===== src/capture_probability_normalizer_defines.svh =====
// Assertion macros shared by the capture probability normalizer RTL.
// Each macro uses the module's clock and reset names.
`ifndef CAPTURE_PROBABILITY_NORMALIZER_DEFINES_SVH
`define CAPTURE_PROBABILITY_NORMALIZER_DEFINES_SVH

// antecedent holds -> consequent holds in the same cycle
`define CPN_ASSERT_NOW(label, ante, cons) \
   label: assert property (@(posedge clock) disable iff (reset) (ante) |-> (cons)) \
      else $error("capture_probability_normalizer: check failed");

// antecedent holds -> consequent holds in the next cycle
`define CPN_ASSERT_NEXT(label, ante, cons) \
   label: assert property (@(posedge clock) disable iff (reset) (ante) |=> (cons)) \
      else $error("capture_probability_normalizer: check failed");

`endif


===== src/cpn_pkg.sv =====
// Package for the capture probability normalizer: widths, constants,
// sequencer states and the structs passed between the units.
// No dependencies.
`timescale 1ns / 1ps
`default_nettype none

package cpn_pkg;

   localparam int CNT_W          = 16;
   localparam int PROB_W         = 17;
   localparam int FRAC_W         = 16;
   localparam int OP_W           = 17;
   localparam int PROD_W         = 2 * OP_W;
   localparam int SUM_W          = 38;
   localparam int RATIO_W        = 32;
   localparam int QUO_W          = OP_W + FRAC_W;
   localparam int REQ_TDATA_W    = 40;
   localparam int DEF_COUNT_BITS = 16;

   localparam logic [OP_W-1:0] ONE_Q16 = OP_W'(1 << FRAC_W);

   typedef enum logic [2:0] {
      ST_IDLE,
      ST_SQ,
      ST_MB,
      ST_UPD,
      ST_SUM,
      ST_ACC,
      ST_CHK,
      ST_DIV
   } state_type;

   typedef struct packed {
      logic            en;
      logic [OP_W-1:0] a;
      logic [OP_W-1:0] b;
   } mul_req_type;

   typedef struct packed {
      logic             done;
      logic [QUO_W-1:0] quotient;
   } div_rsp_type;

endpackage

`default_nettype wire


===== src/cpn_mul.sv =====
// Shared 17x17 multiplier with a registered product.
// Depends on cpn_pkg.
`timescale 1ns / 1ps
`default_nettype none

module cpn_mul
   import cpn_pkg::*;
(
   input  wire logic              clock,
   input  wire mul_req_type       mul_req,
   output logic [PROD_W-1:0]      mul_prod
);

   logic [PROD_W-1:0] prod_ff;
   logic [PROD_W-1:0] prod_in;

   assign prod_in  = PROD_W'(mul_req.a) * PROD_W'(mul_req.b);
   assign mul_prod = prod_ff;

   always_ff @(posedge clock) begin
      if (mul_req.en) begin
         prod_ff <= prod_in;
      end
   end

endmodule

`default_nettype wire


===== src/cpn_div.sv =====
// Restoring divider, one quotient bit per cycle; done holds until the next start.
// Depends on cpn_pkg.
`timescale 1ns / 1ps
`default_nettype none

module cpn_div
   import cpn_pkg::*;
(
   input  wire logic              clock,
   input  wire logic              reset,
   input  wire logic              div_start,
   input  wire logic [QUO_W-1:0]  dividend,
   input  wire logic [SUM_W-1:0]  divisor,
   output div_rsp_type            div_rsp
);

   localparam int STEP_W = $clog2(QUO_W + 1);

   logic              busy_ff, busy_in;
   logic              done_ff, done_in;
   logic [STEP_W-1:0] step_ff, step_in;
   logic [SUM_W-1:0]  rem_ff, rem_in;
   logic [QUO_W-1:0]  quo_ff, quo_in;
   logic [SUM_W-1:0]  dvs_ff, dvs_in;

   logic [SUM_W:0]    shifted;
   logic [SUM_W+1:0]  diff;

   assign shifted = {rem_ff, quo_ff[QUO_W-1]};
   assign diff    = {1'b0, shifted} - {2'b00, dvs_ff};

   always_comb begin
      busy_in = busy_ff;
      done_in = done_ff;
      step_in = step_ff;
      rem_in  = rem_ff;
      quo_in  = quo_ff;
      dvs_in  = dvs_ff;
      if (div_start) begin
         busy_in = 1'b1;
         done_in = 1'b0;
         step_in = STEP_W'(QUO_W);
         rem_in  = '0;
         quo_in  = dividend;
         dvs_in  = divisor;
      end else if (busy_ff) begin
         // borrow set: keep the shifted remainder, quotient bit 0
         if (diff[SUM_W+1]) begin
            rem_in = shifted[SUM_W-1:0];
            quo_in = {quo_ff[QUO_W-2:0], 1'b0};
         end else begin
            rem_in = diff[SUM_W-1:0];
            quo_in = {quo_ff[QUO_W-2:0], 1'b1};
         end
         step_in = step_ff - STEP_W'(1);
         if (step_ff == STEP_W'(1)) begin
            busy_in = 1'b0;
            done_in = 1'b1;
         end
      end
   end

   always_ff @(posedge clock) begin
      if (reset) begin
         busy_ff <= 1'b0;
         done_ff <= 1'b0;
      end else begin
         busy_ff <= busy_in;
         done_ff <= done_in;
      end
      step_ff <= step_in;
      rem_ff  <= rem_in;
      quo_ff  <= quo_in;
      dvs_ff  <= dvs_in;
   end

   assign div_rsp.done     = done_ff;
   assign div_rsp.quotient = quo_ff;

endmodule

`default_nettype wire


===== src/capture_probability_normalizer.sv =====
// Top level of the capture probability normalizer: sequencer, state
// registers and output register. Uses cpn_pkg, cpn_mul, cpn_div.
//
//   channel | dir | handshake             | payload
//   req     | in  | req_tvalid/req_tready | req_tdata, req_tlast (row end)
//   rsp     | out | rsp_tvalid/rsp_tready | rsp_tdata, rsp_tuser (zero sum)
//
// Each pair runs the square and base-multiply states, then product update,
// weight and accumulate: one shared multiplier does every square, base
// multiply, product update and weight. The last pair of a row adds a check
// state, then the bit-serial divide when the sum is nonzero.
// reset is synchronous; sum clears to 0, miss product to 1.0.
// A waiting result sits in the output register; the next row's pairs are
// still taken, only the next result waits for rsp_tready.
`timescale 1ns / 1ps
`default_nettype none

`include "capture_probability_normalizer_defines.svh"

module capture_probability_normalizer
   import cpn_pkg::*;
#(
   parameter int COUNT_BITS = DEF_COUNT_BITS
)
(
   input  wire logic                    clock,
   input  wire logic                    reset,
   input  wire logic                    req_tvalid,
   output logic                         req_tready,
   input  wire logic [REQ_TDATA_W-1:0]  req_tdata,   // item_count[15:0], capture_prob[32:16]
   input  wire logic                    req_tlast,
   output logic                         rsp_tvalid,
   input  wire logic                    rsp_tready,
   output logic [RATIO_W-1:0]           rsp_tdata,   // normalized_ratio[31:0]
   output logic                         rsp_tuser    // zero_sum[0]
);

   localparam int IDX_W  = (COUNT_BITS > 1) ? $clog2(COUNT_BITS) : 1;
   localparam int WIDE_W = COUNT_BITS + CNT_W;
   localparam logic [IDX_W-1:0] IDX_TOP = IDX_W'(COUNT_BITS - 1);

   state_type state_ff, state_in;

   logic [CNT_W-1:0]      cnt_ff, cnt_in;
   logic [OP_W-1:0]       prob_ff, prob_in;
   logic [OP_W-1:0]       base_ff, base_in;
   logic [COUNT_BITS-1:0] exp_ff, exp_in;
   logic [IDX_W-1:0]      idx_ff, idx_in;
   logic                  last_ff, last_in;
   logic [SUM_W-1:0]      sum_ff, sum_in;
   logic [OP_W-1:0]       mp_ff, mp_in;
   logic                  rsp_valid_ff, rsp_valid_in;
   logic [RATIO_W-1:0]    rsp_data_ff, rsp_data_in;
   logic                  rsp_zero_ff, rsp_zero_in;

   mul_req_type           mul_req;
   logic [PROD_W-1:0]     mul_prod;
   logic [OP_W-1:0]       prod_hi;
   div_rsp_type           div_rsp;
   logic                  div_start;
   logic [QUO_W-1:0]      dividend;

   logic                  accept;
   logic                  wb_go;
   logic                  round_end;
   logic [PROB_W-1:0]     prob_raw;
   logic [OP_W-1:0]       prob_clamp;
   logic [WIDE_W-1:0]     cnt_wide;
   logic [COUNT_BITS-1:0] exp_sat;
   logic [SUM_W:0]        sum_add;
   logic                  sum_zero;

   cpn_mul u_mul (
      .clock    (clock),
      .mul_req  (mul_req),
      .mul_prod (mul_prod)
   );

   cpn_div u_div (
      .clock     (clock),
      .reset     (reset),
      .div_start (div_start),
      .dividend  (dividend),
      .divisor   (sum_ff),
      .div_rsp   (div_rsp)
   );

   assign prod_hi  = mul_prod[FRAC_W+OP_W-1:FRAC_W];
   assign prob_raw = req_tdata[CNT_W+PROB_W-1:CNT_W];
   assign prob_clamp = (prob_raw > ONE_Q16) ? ONE_Q16 : prob_raw;
   assign cnt_wide = WIDE_W'(req_tdata[CNT_W-1:0]);
   assign exp_sat  = ((cnt_wide >> COUNT_BITS) != '0) ? '1 : cnt_wide[COUNT_BITS-1:0];
   assign sum_add  = {1'b0, sum_ff} + (SUM_W+1)'(mul_prod);
   assign sum_zero = (sum_ff == '0);
   assign dividend = {ONE_Q16 - mp_ff, FRAC_W'(0)};
   assign accept   = req_tvalid && req_tready;

   // next state
   always_comb begin
      state_in = state_ff;
      unique case (state_ff)
         ST_IDLE: begin
            if (req_tvalid) state_in = ST_SQ;
         end
         ST_SQ: begin
            if (exp_ff[COUNT_BITS-1]) state_in = ST_MB;
            else if (idx_ff == '0)    state_in = ST_UPD;
         end
         ST_MB: begin
            state_in = (idx_ff == '0) ? ST_UPD : ST_SQ;
         end
         ST_UPD: state_in = ST_SUM;
         ST_SUM: state_in = ST_ACC;
         ST_ACC: begin
            state_in = last_ff ? ST_CHK : ST_IDLE;
         end
         ST_CHK: begin
            if (wb_go && sum_zero)  state_in = ST_IDLE;
            else if (!sum_zero)     state_in = ST_DIV;
         end
         ST_DIV: begin
            if (div_rsp.done && wb_go) state_in = ST_IDLE;
         end
         default: state_in = ST_IDLE;
      endcase
   end

   // sequencer outputs
   always_comb begin
      req_tready = 1'b0;
      mul_req    = '0;
      div_start  = 1'b0;
      round_end  = 1'b0;
      unique case (state_ff)
         ST_IDLE: req_tready = 1'b1;
         ST_SQ: begin
            mul_req.en = 1'b1;
            // first square of the run starts from 1.0
            mul_req.a  = (idx_ff == IDX_TOP) ? ONE_Q16 : prod_hi;
            mul_req.b  = (idx_ff == IDX_TOP) ? ONE_Q16 : prod_hi;
            round_end  = !exp_ff[COUNT_BITS-1];
         end
         ST_MB: begin
            mul_req.en = 1'b1;
            mul_req.a  = prod_hi;
            mul_req.b  = base_ff;
            round_end  = 1'b1;
         end
         ST_UPD: begin
            mul_req.en = 1'b1;
            mul_req.a  = mp_ff;
            mul_req.b  = prod_hi;
         end
         ST_SUM: begin
            mul_req.en = 1'b1;
            mul_req.a  = OP_W'(cnt_ff);
            mul_req.b  = prob_ff;
         end
         ST_ACC: ;
         ST_CHK: div_start = !sum_zero;
         ST_DIV: ;
         default: ;
      endcase
   end

   assign wb_go = !rsp_valid_ff || rsp_tready;

   // datapath registers
   always_comb begin
      cnt_in       = cnt_ff;
      prob_in      = prob_ff;
      base_in      = base_ff;
      exp_in       = exp_ff;
      idx_in       = idx_ff;
      last_in      = last_ff;
      sum_in       = sum_ff;
      mp_in        = mp_ff;
      rsp_data_in  = rsp_data_ff;
      rsp_zero_in  = rsp_zero_ff;
      rsp_valid_in = rsp_valid_ff && !rsp_tready;

      if (accept) begin
         cnt_in  = req_tdata[CNT_W-1:0];
         prob_in = prob_clamp;
         base_in = ONE_Q16 - prob_clamp;
         exp_in  = exp_sat;
         idx_in  = IDX_TOP;
         last_in = req_tlast;
      end
      if (round_end) begin
         exp_in = exp_ff << 1;
         idx_in = idx_ff - IDX_W'(1);
      end
      // a zero product stays zero through the update, no bypass needed
      if (state_ff == ST_SUM) mp_in = prod_hi;
      if (state_ff == ST_ACC) begin
         sum_in = sum_add[SUM_W] ? '1 : sum_add[SUM_W-1:0];
      end

      if (wb_go && ((state_ff == ST_CHK && sum_zero) ||
                    (state_ff == ST_DIV && div_rsp.done))) begin
         rsp_valid_in = 1'b1;
         rsp_zero_in  = sum_zero;
         rsp_data_in  = (sum_zero || div_rsp.quotient[QUO_W-1]) ? '1 :
                        div_rsp.quotient[RATIO_W-1:0];
         sum_in       = '0;
         mp_in        = ONE_Q16;
      end
   end

   always_ff @(posedge clock) begin
      if (reset) begin
         state_ff     <= ST_IDLE;
         sum_ff       <= '0;
         mp_ff        <= ONE_Q16;
         rsp_valid_ff <= 1'b0;
      end else begin
         state_ff     <= state_in;
         sum_ff       <= sum_in;
         mp_ff        <= mp_in;
         rsp_valid_ff <= rsp_valid_in;
      end
      cnt_ff      <= cnt_in;
      prob_ff     <= prob_in;
      base_ff     <= base_in;
      exp_ff      <= exp_in;
      idx_ff      <= idx_in;
      last_ff     <= last_in;
      rsp_data_ff <= rsp_data_in;
      rsp_zero_ff <= rsp_zero_in;
   end

   assign rsp_tvalid = rsp_valid_ff;
   assign rsp_tdata  = rsp_data_ff;
   assign rsp_tuser  = rsp_zero_ff;

   `CPN_ASSERT_NOW(a_zero_sum_sat, rsp_tvalid && rsp_tuser, rsp_tdata == '1)
   `CPN_ASSERT_NOW(a_mp_range, 1'b1, mp_ff <= ONE_Q16)
   `CPN_ASSERT_NOW(a_first_square, state_ff == ST_SQ && idx_ff == IDX_TOP,
                   $past(state_ff) == ST_IDLE)
   `CPN_ASSERT_NEXT(a_row_clear, state_ff == ST_DIV && div_rsp.done && wb_go,
                    sum_ff == '0 && mp_ff == ONE_Q16 && rsp_tvalid)

endmodule

`default_nettype wire


===== config.mk =====
export PLATFORM = sky130hd
export DESIGN_NAME = capture_probability_normalizer
export DESIGN_NICKNAME = d
export VERILOG_FILES = /design/src/cpn_pkg.sv /design/src/cpn_mul.sv /design/src/cpn_div.sv /design/src/capture_probability_normalizer.sv
export VERILOG_INCLUDE_DIRS = /design/src /design/src/src
export SDC_FILE = /design/constraint.sdc
export NUM_CORES = 1
export LEC_CHECK = 0
export BUFFER_PORTS_ARGS = -buffer_cell sky130_fd_sc_hd__buf_2
export CAP_MARGIN = 30
export CELL_PAD_IN_SITES_DETAIL_PLACEMENT = 1
export CELL_PAD_IN_SITES_GLOBAL_PLACEMENT = 1
export CORE_MARGIN = 2
export CORE_UTILIZATION = 39
export DETAILED_ROUTE_END_ITERATION = 10
export PLACE_DENSITY_LB_ADDON = 0.1
export SLEW_MARGIN = 20
export SYNTH_ARGS = -nofsm -noshare
export SYNTH_HDL_FRONTEND = slang
export SYNTH_SLANG_ARGS = --single-unit

===== constraint.sdc =====
create_clock -name clock -period 10.3 [get_ports clock]
set_input_delay 0 -clock clock [delete_from_list [all_inputs] [get_ports clock]]
set_output_delay 0 -clock clock [all_outputs]
set_load 0.01 [all_outputs]

==> summary.txt, run 1 <==
Worst setup path
  – R2R cell count: 24
  – Highest net fanout along the worst path: 36
  – Worst endpoint data arrival time: 9100 ps
  – Endpoint of the lowest-slack register-to-register path: u_mul.mul_prod[32]
  – FF-to-FF Start: state_ff[0]
  – Category of the critical setup timing path: reg -> reg
  – Kind of start point of the critical path: register
  – Worst path required time: between 10000 and 15000 ps
  – Setup slack of the most critical reg-to-reg path: roughly 1500 ps
  – Critical path endpoint category: register

Synth
  – Most numerous cell types in the synthesized netlist: sky130_fd_sc_hd__inv_1, sky130_fd_sc_hd__nand2_1, sky130_fd_sc_hd__nor2_1
  – Area leader, netlist: sky130_fd_sc_hd__edfxtp_1
  – Post-synthesis sequential area ratio: 0.3169
  – Primary flip-flop cell chosen by synthesis mapping: sky130_fd_sc_hd__edfxtp_1
  – Synthesized net count: 3240
  – Yosys Warn Count: 0
  – Top-area cell type share of the netlist area: 0.2223
  – Seq cells post-synth: 313
  – Area contributors post-synth: sky130_fd_sc_hd__edfxtp_1, sky130_fd_sc_hd__fa_1, sky130_fd_sc_hd__dfxtp_1
  – Ys async rst share: 0
  – Cell variety after synth: 78
  – Syn Std Cell Area: 25800 um^2
  – Post-synth EDFFs: 191
  – Mean cell area of the mapped netlist: just over 9 um^2
  – Synthesized netlist cell count: 2783
  – Most numerous cell in the Yosys netlist: sky130_fd_sc_hd__inv_1

Global route
  – Initial antenna violation count: 0
  – Busiest layer in global routing: met2
  – Remaining global-route overflow: 0
  – Met2 demand-to-capacity share in global routing: 0.4070
  – Wire length of the first global-routing pass: 124100 um
  – Met3 GRT Util: 0.02807
  – Met1 GRT Util: 0.3086
  – Vias in the first global route: 21250
  – Maximum number of pins on one net before global-route repair: 72
  – Overall Global Routing Usage: 0.2382

Die
  – Number of top-level pins: 80
  – Die ar.: between 60000 and 70000 um^2
  – Total core area: 65630 um^2
  – Width of the die: about 260 um
  – Floorplan row count: 94
  – Y dimension of the die: 261.2 um
  – Starting utilization of the core area: 0.3932

Place
  – Routability congestion estimate: 0.9071
  – Quantity of I/O buffers inserted on ports: 72
  – Total cell area at the placement stage: 26970 um^2
  – Post-DP HPWL: approximately 62000 um

CTS
  – Library cell used as clock root buffer: sky130_fd_sc_hd__clkbuf_16
  – Clock latency on the worst-skew pair: 580 ps
  – Number of buffers created by CTS: 40
  – H-tree levels: 2
  – Longest Clk Path Bufs: 3
  – Clock tree from TritonCTS: built
  – Number of gates resized after CTS: 0
  – CTS clk-pin slew, worst paths: ~60 ps
  – Number of sinks driven by the clock tree: 313

Routing
  – Total length of routed wires: 80120 um
  – Drt wl/cell: 21.42 um
  – Violation count after the first detailed-route iteration: 840
  – Count of vias placed by the detailed router: 19960
  – Via-per-instance ratio: 5.337
  – Number of antenna-violating nets in the routed design: 0
  – Post-detailed-route DRC marker count: 0
  – Pre-antenna DRT Iters: 5

Layout
  – Multi-input combinational cell area: around 16000 um^2
  – Synthesis-to-finish area growth: 11.55%
  – Proportion of layout cells with a drive suffix above 1: 0.07994
  – # diodes: 0
  – NumNets Final: 3302
  – Final instance area: between 20000 and 30000 um^2
  – Sequential cell area: 8182 um^2
  – Number of fill cells: 7521

Pwr
  – PD cells: 178.1 nW/um^2
  – Maximum vdd ir drop: 0.0001310 V
  – Static leakage: 12.67 nW

Timing
  – Ratio of final minimum period to clock period: 0.8518
  – Setup repair after global routing missed its margin: false
  – Summed negative setup slack over all endpoints: 0 ps
  – Minimum clock period after layout: just under 9000 ps
  – Upper clock frequency limit: around 0.11 GHz
  – Worst slew margin: 0.4180
  – Final Slew Violations: 0
  – Measured slew at the worst slew-check pin: 870.9 ps
  – Setup Viol. Count Final: 0
  – Count of endpoints failing hold in the final timing report: 0
  – Worst clock skew: 16.25 ps

Worst hold path
  – Min-delay src: req_tlast
  – Cell depth of the worst hold path: 2
  – Hold crit path type: in -> reg
  – Hold-critical path endpoint: last_ff

Status
  – Result of the run: finished clean

Job
  – Number of violations of the max-capacitance limit: 0
## layout make-up
| cell class | count | area share |
|---|---|---|
| Clock inverter | 21 | 0.01008 |
| Multi-Input combinational cell | 1998 | 0.5501 |
| Clock buffer | 53 | 0.03821 |
| Sequential cell | 313 | 0.2842 |
| Tap cell | 864 | 0.03756 |
| Inverter | 354 | 0.04616 |
| Timing Repair Buffer | 138 | 0.03369 |
## registers in the layout (all words and copies together) (netlist names), 17 cells and up
signal          count
u_div.rem_ff       38
u_div.quo_ff       33
mp_ff              17
u_mul.mul_prod     34
u_div.dvs_ff       38
rsp_tdata          32
prob_ff            17
sum_ff             38
## worst max-delay path, stage by stage, from the launching register on
cell and delay (ps):
sky130_fd_sc_hd__dfxtp_1 530, sky130_fd_sc_hd__nand2b_1 350, sky130_fd_sc_hd__nor2_4 460, sky130_fd_sc_hd__buf_4 480, sky130_fd_sc_hd__a22oi_1 160, sky130_fd_sc_hd__nand2_1 680, sky130_fd_sc_hd__nand2b_1 180, sky130_fd_sc_hd__fa_1 540
sky130_fd_sc_hd__inv_1 60, sky130_fd_sc_hd__fa_1 560, sky130_fd_sc_hd__fa_1 440, sky130_fd_sc_hd__fa_1 500, sky130_fd_sc_hd__fa_1 570, sky130_fd_sc_hd__inv_1 60, sky130_fd_sc_hd__fa_1 560, sky130_fd_sc_hd__inv_1 50
sky130_fd_sc_hd__ha_1 340, sky130_fd_sc_hd__and3_1 220, sky130_fd_sc_hd__nand3_1 120, sky130_fd_sc_hd__nor2_1 170, sky130_fd_sc_hd__o21a_1 260, sky130_fd_sc_hd__a2111oi_4 120, sky130_fd_sc_hd__nor4_1 680, sky130_fd_sc_hd__o21ai_0 190
sky130_fd_sc_hd__and4b_1 200
## routing by layer
layer  vias to the layer above  wire (um)
met4                         0       3228
met5                         -          0
met2                       402      38450
met3                       129       3063
met1                      9953      35380
li1                       9480          -
## metrics by stage
step                instances  worst slack (ps)    util  hold WS [ps]  power, mW
finish                   3741              1527  0.4386         137.3      5.127
global route             3741             990.4  0.4386         136.6      5.418
detailed placement       3625              1574  0.4110         179.2      3.678
global placement         3624              1762  0.4108         180.5      3.626
CTS                      3740              1538  0.4384         110.9      5.181
floorplan                2783              2771       -         98.87      2.958
## placed cells by master (no fill, tap or decap), drive strengths merged, types with 51 or more instances in the layout
| cell | n |
|---|---|
| a21oi | 162 |
| buf | 97 |
| clkbuf | 53 |
| dfxtp | 122 |
| edfxtp | 191 |
| fa | 226 |
| ha | 186 |
| inv | 356 |
| mux2i | 51 |
| nand2 | 341 |
| nor2 | 227 |
| o21ai | 137 |
| xnor2 | 76 |
## what timing repair did
action | CTS | global route
hold buffers | 41 | 0
endpoints found under the hold margin | 72 | 0
buffers inserted | 0 | 0
## kinds of logic after synthesis
family	after synthesis	share of synthesized area
DFF	313	0.3169
buffers and inverters	472	0.07075
AOI/OAI and AO/OA	541	0.1325
muxes	52	0.02022
adders and majority gates	412	0.2655
and+or+nand+nor	878	0.1550
xor gates and xnor gates	115	0.03903
## worst max path at each step
stage | start | endpoint | slack [ps] | cells after the start
after floorplan | idx_ff[0] | u_mul.mul_prod[28] | 2770 | 27
after global placement | state_ff[0] | u_mul.mul_prod[32] | 1760 | 24
after detailed placement | state_ff[0] | u_mul.mul_prod[32] | 1570 | 24
after CTS | state_ff[0] | u_mul.mul_prod[32] | 1540 | 24
after global routing | state_ff[0] | u_mul.mul_prod[32] | 990 | 24
final | state_ff[0] | u_mul.mul_prod[32] | 1530 | 24
## report_power, final
part           switching, mW  total [mW]  internal, mW  leakage (nW)
Sequential             0.196        1.77          1.58          2.75
Clock                  0.588        1.46         0.867         0.666
Combinational           1.27        1.90         0.630          9.25
Total                   2.05        5.13          3.08          12.7
(Power assumes the default switching activity.)
==> run 2: changes to the inputs <==
- CORE_MARGIN: 2 -> 5
- RECOVER_POWER: unset -> 25
- clock period: 10.3 -> 9.3 ns (I/O delays scaled with it)
==> run 2 against run 1 <==
The run now ends with max-capacitance violations, max-slew violations left. Critical path depth increased by 2. Non-clock buffer count increased by 25. First-iteration DRC count increased by 33%. Cell area about the same. Worst hold slack improved by 7.7 ps. Flip-flop and latch count unchanged. Sequential share of layout area about the same. Cell count increased by 0.61%. Die area increased by 4.6%. Maximum frequency increased by 5.3%. Power increased by 9.2%. Critical endpoint is now u_mul.mul_prod[28]. Largest power group unchanged. Highest routed layer unchanged.
==> summary.txt, run 2 (synthesis results as in run 1) <==
Die
  – Number of top-level pins: 80
  – Starting utilization of the core area: 0.3925
  – Floorplan row count: 94
  – Die ar.: approximately 70000 um^2
  – Total core area: 65750 um^2
  – Y dimension of the die: 267.2 um
  – Width of the die: 267.2 um

Worst setup path
  – Setup slack of the most critical reg-to-reg path: roughly 960 ps
  – Kind of start point of the critical path: register
  – Endpoint of the lowest-slack register-to-register path: u_mul.mul_prod[28]
  – Most common cell type on the critical path: sky130_fd_sc_hd__fa_1
  – Category of the critical setup timing path: reg -> reg
  – Worst endpoint data arrival time: 8740 ps
  – Worst path required time: 9700 ps
  – Crit path largest cell delay: between 700 and 800 ps
  – Highest net fanout along the worst path: 10
  – Cell at the slowest stage of the critical path: sky130_fd_sc_hd__nor2_1
  – R2R cell count: 26
  – FF-to-FF Start: state_ff[1]
  – Critical path endpoint category: register

Timing
  – Count of endpoints failing hold in the final timing report: 0
  – Measured slew at the worst slew-check pin: 1546 ps
  – Setup Viol. Count Final: 0
  – Setup repair after global routing missed its margin: false
  – Worst clock skew: 17.41 ps
  – Ratio of final minimum period to clock period: 0.8963
  – Summed negative setup slack over all endpoints: 0 ps
  – Final Slew Violations: 15
  – Upper clock frequency limit: 0.1200 GHz
  – Minimum clock period after layout: 8335 ps
  – Hold_ws: 145.0 ps
  – Worst slew margin: -0.03816

Layout
  – Most common cell after layout, fill and taps aside: sky130_fd_sc_hd__inv_1
  – Biggest registers after layout: sum_ff: 38 flops, u_div.dvs_ff: 38 flops, u_div.rem_ff: 38 flops
  – # diodes: 0
  – NumNets Final: 3326
  – Final instance area: 28790 um^2
  – Multi-input combinational cell area: 15820 um^2
  – Synthesis-to-finish area growth: 11.57%
  – Proportion of layout cells with a drive suffix above 1: 0.06690
  – Number of fill cells: around 7500
  – Non-Filler Instances: 3764
  – Commonest cells after routing, fill and taps aside: sky130_fd_sc_hd__inv_1, sky130_fd_sc_hd__nand2_1, sky130_fd_sc_hd__fa_1, sky130_fd_sc_hd__nor2_1, sky130_fd_sc_hd__edfxtp_1
  – Final core utilization: 0.4379
  – Sequential cell area: 8182 um^2

CTS
  – CTS clk-pin slew, worst paths: around 60 ps
  – H-tree levels: 2
  – Number of buffers created by CTS: 39
  – Number of sinks driven by the clock tree: between 300 and 400
  – Library cell used as clock root buffer: sky130_fd_sc_hd__clkbuf_16
  – Clock tree from TritonCTS: built
  – Clock latency on the worst-skew pair: 580 ps
  – Longest Clk Path Bufs: 3

Global route
  – Overall Global Routing Usage: 0.2255
  – Wire length of the first global-routing pass: 126200 um
  – Vias in the first global route: between 20000 and 25000
  – Maximum number of pins on one net before global-route repair: 82
  – Initial antenna violation count: 0
  – Remaining global-route overflow: 0

Pwr
  – Maximum vdd ir drop: approximately 0.00018 V
  – PD cells: 194.5 nW/um^2
  – Static leakage: 12.61 nW

Worst hold path
  – Hold crit path type: in -> reg
  – Hold-critical path endpoint: last_ff
  – Min-delay src: req_tlast
  – Cell depth of the worst hold path: 2

Status
  – Result of the run: finished with violations
  – Violated checks: max-capacitance violations, max-slew violations

Routing
  – Post-detailed-route DRC marker count: 0
  – Via-per-instance ratio: between 5 and 6
  – Count of vias placed by the detailed router: 19960
  – Drt wl/cell: ~21 um
  – Pre-antenna DRT Iters: 5
  – Total length of routed wires: roughly 80000 um
  – Number of antenna-violating nets in the routed design: 0
  – Violation count after the first detailed-route iteration: ~1100

Place
  – Quantity of I/O buffers inserted on ports: 72
  – Total cell area at the placement stage: 27130 um^2
  – # placed instances: 3647
  – Routability congestion estimate: 0.8958
  – Post-DP HPWL: 63070 um

Job
  – Number of violations of the max-capacitance limit: 1
-- run 2: changes by cell type in the layout (fill, tap and decap cells not counted), sizes merged --
cell         delta
clkbuf         +52
buf            -32
clkinv          +3
clkinvlp        -3
dlygate4sd3     +3
bufinv          -2
inv             +2
-- run 2: timing repair --
action / CTS / global route
setup buffers: 0 / 0
resized for setup: 0 / 0
endpoints found under the hold margin: 72 / 0
hold buffers: 44 / 0
-- run 2: area by class of cell --
class | count | area share
sequential | 313 | 0.2842
inverter | 354 | 0.04616
clock buffer | 51 | 0.03755
timing repair buffer | 163 | 0.03764
tap | 864 | 0.03755
multi-input combinational | 1998 | 0.5494
clock inverter | 21 | 0.007519
-- run 2: stage by stage --
stage                     power, mW  setup slack, ps
after global routing          5.951            460.6
after global placement        4.030             1009
after floorplan               3.276             1771
final                         5.599            964.8
after CTS                     5.662            911.1
after detailed placement      4.083            951.3
-- run 2: where the power goes --
part / switching, mW / internal, mW / leakage, nW / total [mW]
Combinational: 1.39 / 0.716 / 9.22 / 2.11
Sequential: 0.212 / 1.75 / 2.75 / 1.96
Clock: 0.636 / 0.891 / 0.636 / 1.53
-- run 2: worst max path at each step --
| stage | cells after the start | end | start | slack [ps] |
|---|---|---|---|---|
| global route | 23 | u_mul.mul_prod[28] | state_ff[1] | 460 |
| CTS | 25 | u_mul.mul_prod[28] | state_ff[1] | 910 |
| detailed placement | 25 | u_mul.mul_prod[28] | state_ff[1] | 950 |
| global placement | 23 | u_mul.mul_prod[28] | state_ff[1] | 1010 |
| finish | 26 | u_mul.mul_prod[28] | state_ff[1] | 960 |
| floorplan | 27 | u_mul.mul_prod[28] | idx_ff[0] | 1770 |
-- run 2: critical path, delay by kind of cell, from the launching register on --
kind,cells,cell delay [ps]
DFF,1,540
buffers and inverters,7,840
AOI/OAI and AO/OA,6,1370
and+or+nand+nor,6,2010
adders and majority gates,7,3380
-- run 2: routing by layer --
layer  vias up  routed length, um  global-route usage
met3       103               2580             0.02306
li1       9511                  -                   -
met5         -                  0                   0
met1     10010              34940              0.2914
met2       338              39740              0.4011
met4         0               2554             0.06769
==> run 3: changes to the inputs <==
- CELL_PAD_IN_SITES_GLOBAL_PLACEMENT: 1 -> 2
==> run 3 against run 2 <==
The flow still finishes with violations (max-capacitance violations, max-slew violations). Via count grew 0.17%. Critical path type unchanged. Sequential share of layout area shrank 0.064 points. First-iteration DRC count shrank 1.6%. Utilization grew 0.099 points. Non-clock buffer count shrank 7. Largest power group unchanged. Routed wire length grew 0.66%.
==> summary.txt, run 3 (synthesis results as in run 1) <==
Worst setup path
  – Cell at the slowest stage of the critical path: sky130_fd_sc_hd__fa_1
  – R2R cell count: 25
  – Total buffers and inverters traversed by the critical path: 5
  – Category of the critical setup timing path: reg -> reg
  – Highest net fanout along the worst path: 15
  – Setup slack of the most critical reg-to-reg path: 660 ps
  – Top Family by Delay on Critical Path: adder cells
  – Crit path largest cell delay: about 630 ps
  – Endpoint of the lowest-slack register-to-register path: u_mul.mul_prod[28]
  – Worst path required time: 9600 ps
  – Worst endpoint data arrival time: around 8900 ps
  – FF-to-FF Start: state_ff[0]
  – Kind of start point of the critical path: register
  – Critical path endpoint category: register
  – Most common cell type on the critical path: sky130_fd_sc_hd__fa_1

Layout
  – Biggest registers after layout: sum_ff: 38 flops, u_div.dvs_ff: 38 flops, u_div.rem_ff: 38 flops
  – # diodes: 0
  – NumNets Final: 3320
  – Commonest cells after routing, fill and taps aside: sky130_fd_sc_hd__inv_1, sky130_fd_sc_hd__nand2_1, sky130_fd_sc_hd__fa_1, sky130_fd_sc_hd__nor2_1, sky130_fd_sc_hd__edfxtp_1
  – Synthesis-to-finish area growth: 11.82%
  – Final instance area: 28850 um^2
  – Most common cell after layout, fill and taps aside: sky130_fd_sc_hd__inv_1
  – Proportion of layout cells with a drive suffix above 1: 0.06563

Status
  – Result of the run: finished with violations
  – Violated checks: max-capacitance violations, max-slew violations

Die
  – Die ar.: 71410 um^2
  – Y dimension of the die: 267.2 um
  – Width of the die: 267.2 um
  – Starting utilization of the core area: 0.3925
  – Number of top-level pins: 80
  – Total core area: 65750 um^2
  – Floorplan row count: 94

Place
  – Quantity of I/O buffers inserted on ports: slightly above 70
  – Total cell area at the placement stage: 27080 um^2
  – Routability congestion estimate: between 0.8 and 0.9
  – Post-DP HPWL: 63390 um

CTS
  – CTS clk-pin slew, worst paths: 60 ps
  – Number of sinks driven by the clock tree: 313
  – Library cell used as clock root buffer: sky130_fd_sc_hd__clkbuf_16
  – Clock tree from TritonCTS: built
  – Longest Clk Path Bufs: 3
  – Clock latency on the worst-skew pair: 590 ps
  – Number of buffers created by CTS: 40
  – H-tree levels: 2
  – Number of gates resized after CTS: 0

Global route
  – Overall Global Routing Usage: 0.2239
  – Remaining global-route overflow: 0
  – Wire length of the first global-routing pass: 124900 um
  – Maximum number of pins on one net before global-route repair: 77
  – Initial antenna violation count: 0
  – Vias in the first global route: 21340

Worst hold path
  – Min-delay src: req_tlast
  – Hold-critical path endpoint: last_ff
  – Hold crit path type: in -> reg
  – Cell depth of the worst hold path: 2

Routing
  – Pre-antenna DRT Iters: 6
  – Total length of routed wires: 80340 um
  – Via-per-instance ratio: between 5 and 6
  – Post-detailed-route DRC marker count: 0
  – Number of antenna-violating nets in the routed design: 0
  – Count of vias placed by the detailed router: approximately 20000
  – Drt wl/cell: 21.37 um
  – Violation count after the first detailed-route iteration: 1098

Timing
  – Final Slew Violations: 35
  – Worst clock skew: 26.00 ps
  – Hold_ws: 133.6 ps
  – Setup repair after global routing missed its margin: false
  – Worst slew margin: -0.2564
  – Count of endpoints failing hold in the final timing report: 0
  – Setup Viol. Count Final: 0
  – Ratio of final minimum period to clock period: 0.9293
  – Summed negative setup slack over all endpoints: 0 ps
  – Minimum clock period after layout: 8642 ps
  – Upper clock frequency limit: 0.1157 GHz
  – Measured slew at the worst slew-check pin: 1885 ps

Job
  – Number of violations of the max-capacitance limit: 1

Pwr
  – Maximum vdd ir drop: 0.0001531 V
  – Static leakage: 12.63 nW
  – PD cells: 196.9 nW/um^2
[run 3: through the flow]
stage | setup WS, ps | std cells | power (mW) | utilization
after floorplan | 1771 | 2783 | 3.276 | -
after global placement | 1008 | 3639 | 4.030 | 0.4118
after detailed placement | 904.1 | 3640 | 4.076 | 0.4119
after CTS | 861.6 | 3759 | 5.750 | 0.4401
after global routing | 250.2 | 3759 | 6.030 | 0.4389
final | 657.7 | 3759 | 5.681 | 0.4389
[run 3: worst max path at each step]
stage | end | start | depth (start not counted)
6_report | u_mul.mul_prod[28] | state_ff[0] | 25
5_1_grt | u_mul.mul_prod[28] | state_ff[0] | 25
4_1_cts | u_mul.mul_prod[28] | state_ff[0] | 23
3_3_place_gp | u_mul.mul_prod[28] | state_ff[0] | 23
2_1_floorplan | u_mul.mul_prod[28] | idx_ff[0] | 27
3_5_place_dp | u_mul.mul_prod[28] | state_ff[0] | 23
[run 3: power breakdown]
| group | switching (mW) | leakage [nW] | internal [mW] |
|---|---|---|---|
| clock network | 0.653 | 0.685 | 0.970 |
| logic | 1.38 | 9.19 | 0.706 |
| registers | 0.217 | 2.75 | 1.75 |
[run 3: timing repair]
item / 4_1_cts / 5_1_grt
hold buffers: 45 / 0
buffers inserted: 0 / 0
endpoints found under the hold margin: 72 / 0
[run 3: layout make-up]
type                       instances  area [um^2]
fill                            7521        36890
multi-input combinational       1998        15830
sequential                       313         8182
inverter                         354         1329
clock buffer                      54         1157
tap                              864         1081
timing repair buffer             156         1033
clock inverter                    20        242.7
[run 3: metal layers]
metal / GRT usage / vias up / wire [um] / share of wire
met5: 0 / - / 0 / 0
met3: 0.02912 / 122 / 3285 / 0.041
met2: 0.3879 / 362 / 38950 / 0.48
met4: 0.07171 / 0 / 2808 / 0.035
met1: 0.2924 / 10010 / 35290 / 0.44
li1: - / 9500 / - / -
[run 3: worst reg2reg max path: cells and delay by family, from the launching register on]
family / cells / cell delay, ps
adders and majority gates: 7 / 3640
AOI/OAI and AO/OA: 7 / 1860
and+or+nand+nor: 6 / 1460
buffers and inverters: 5 / 820
DFF: 1 / 560
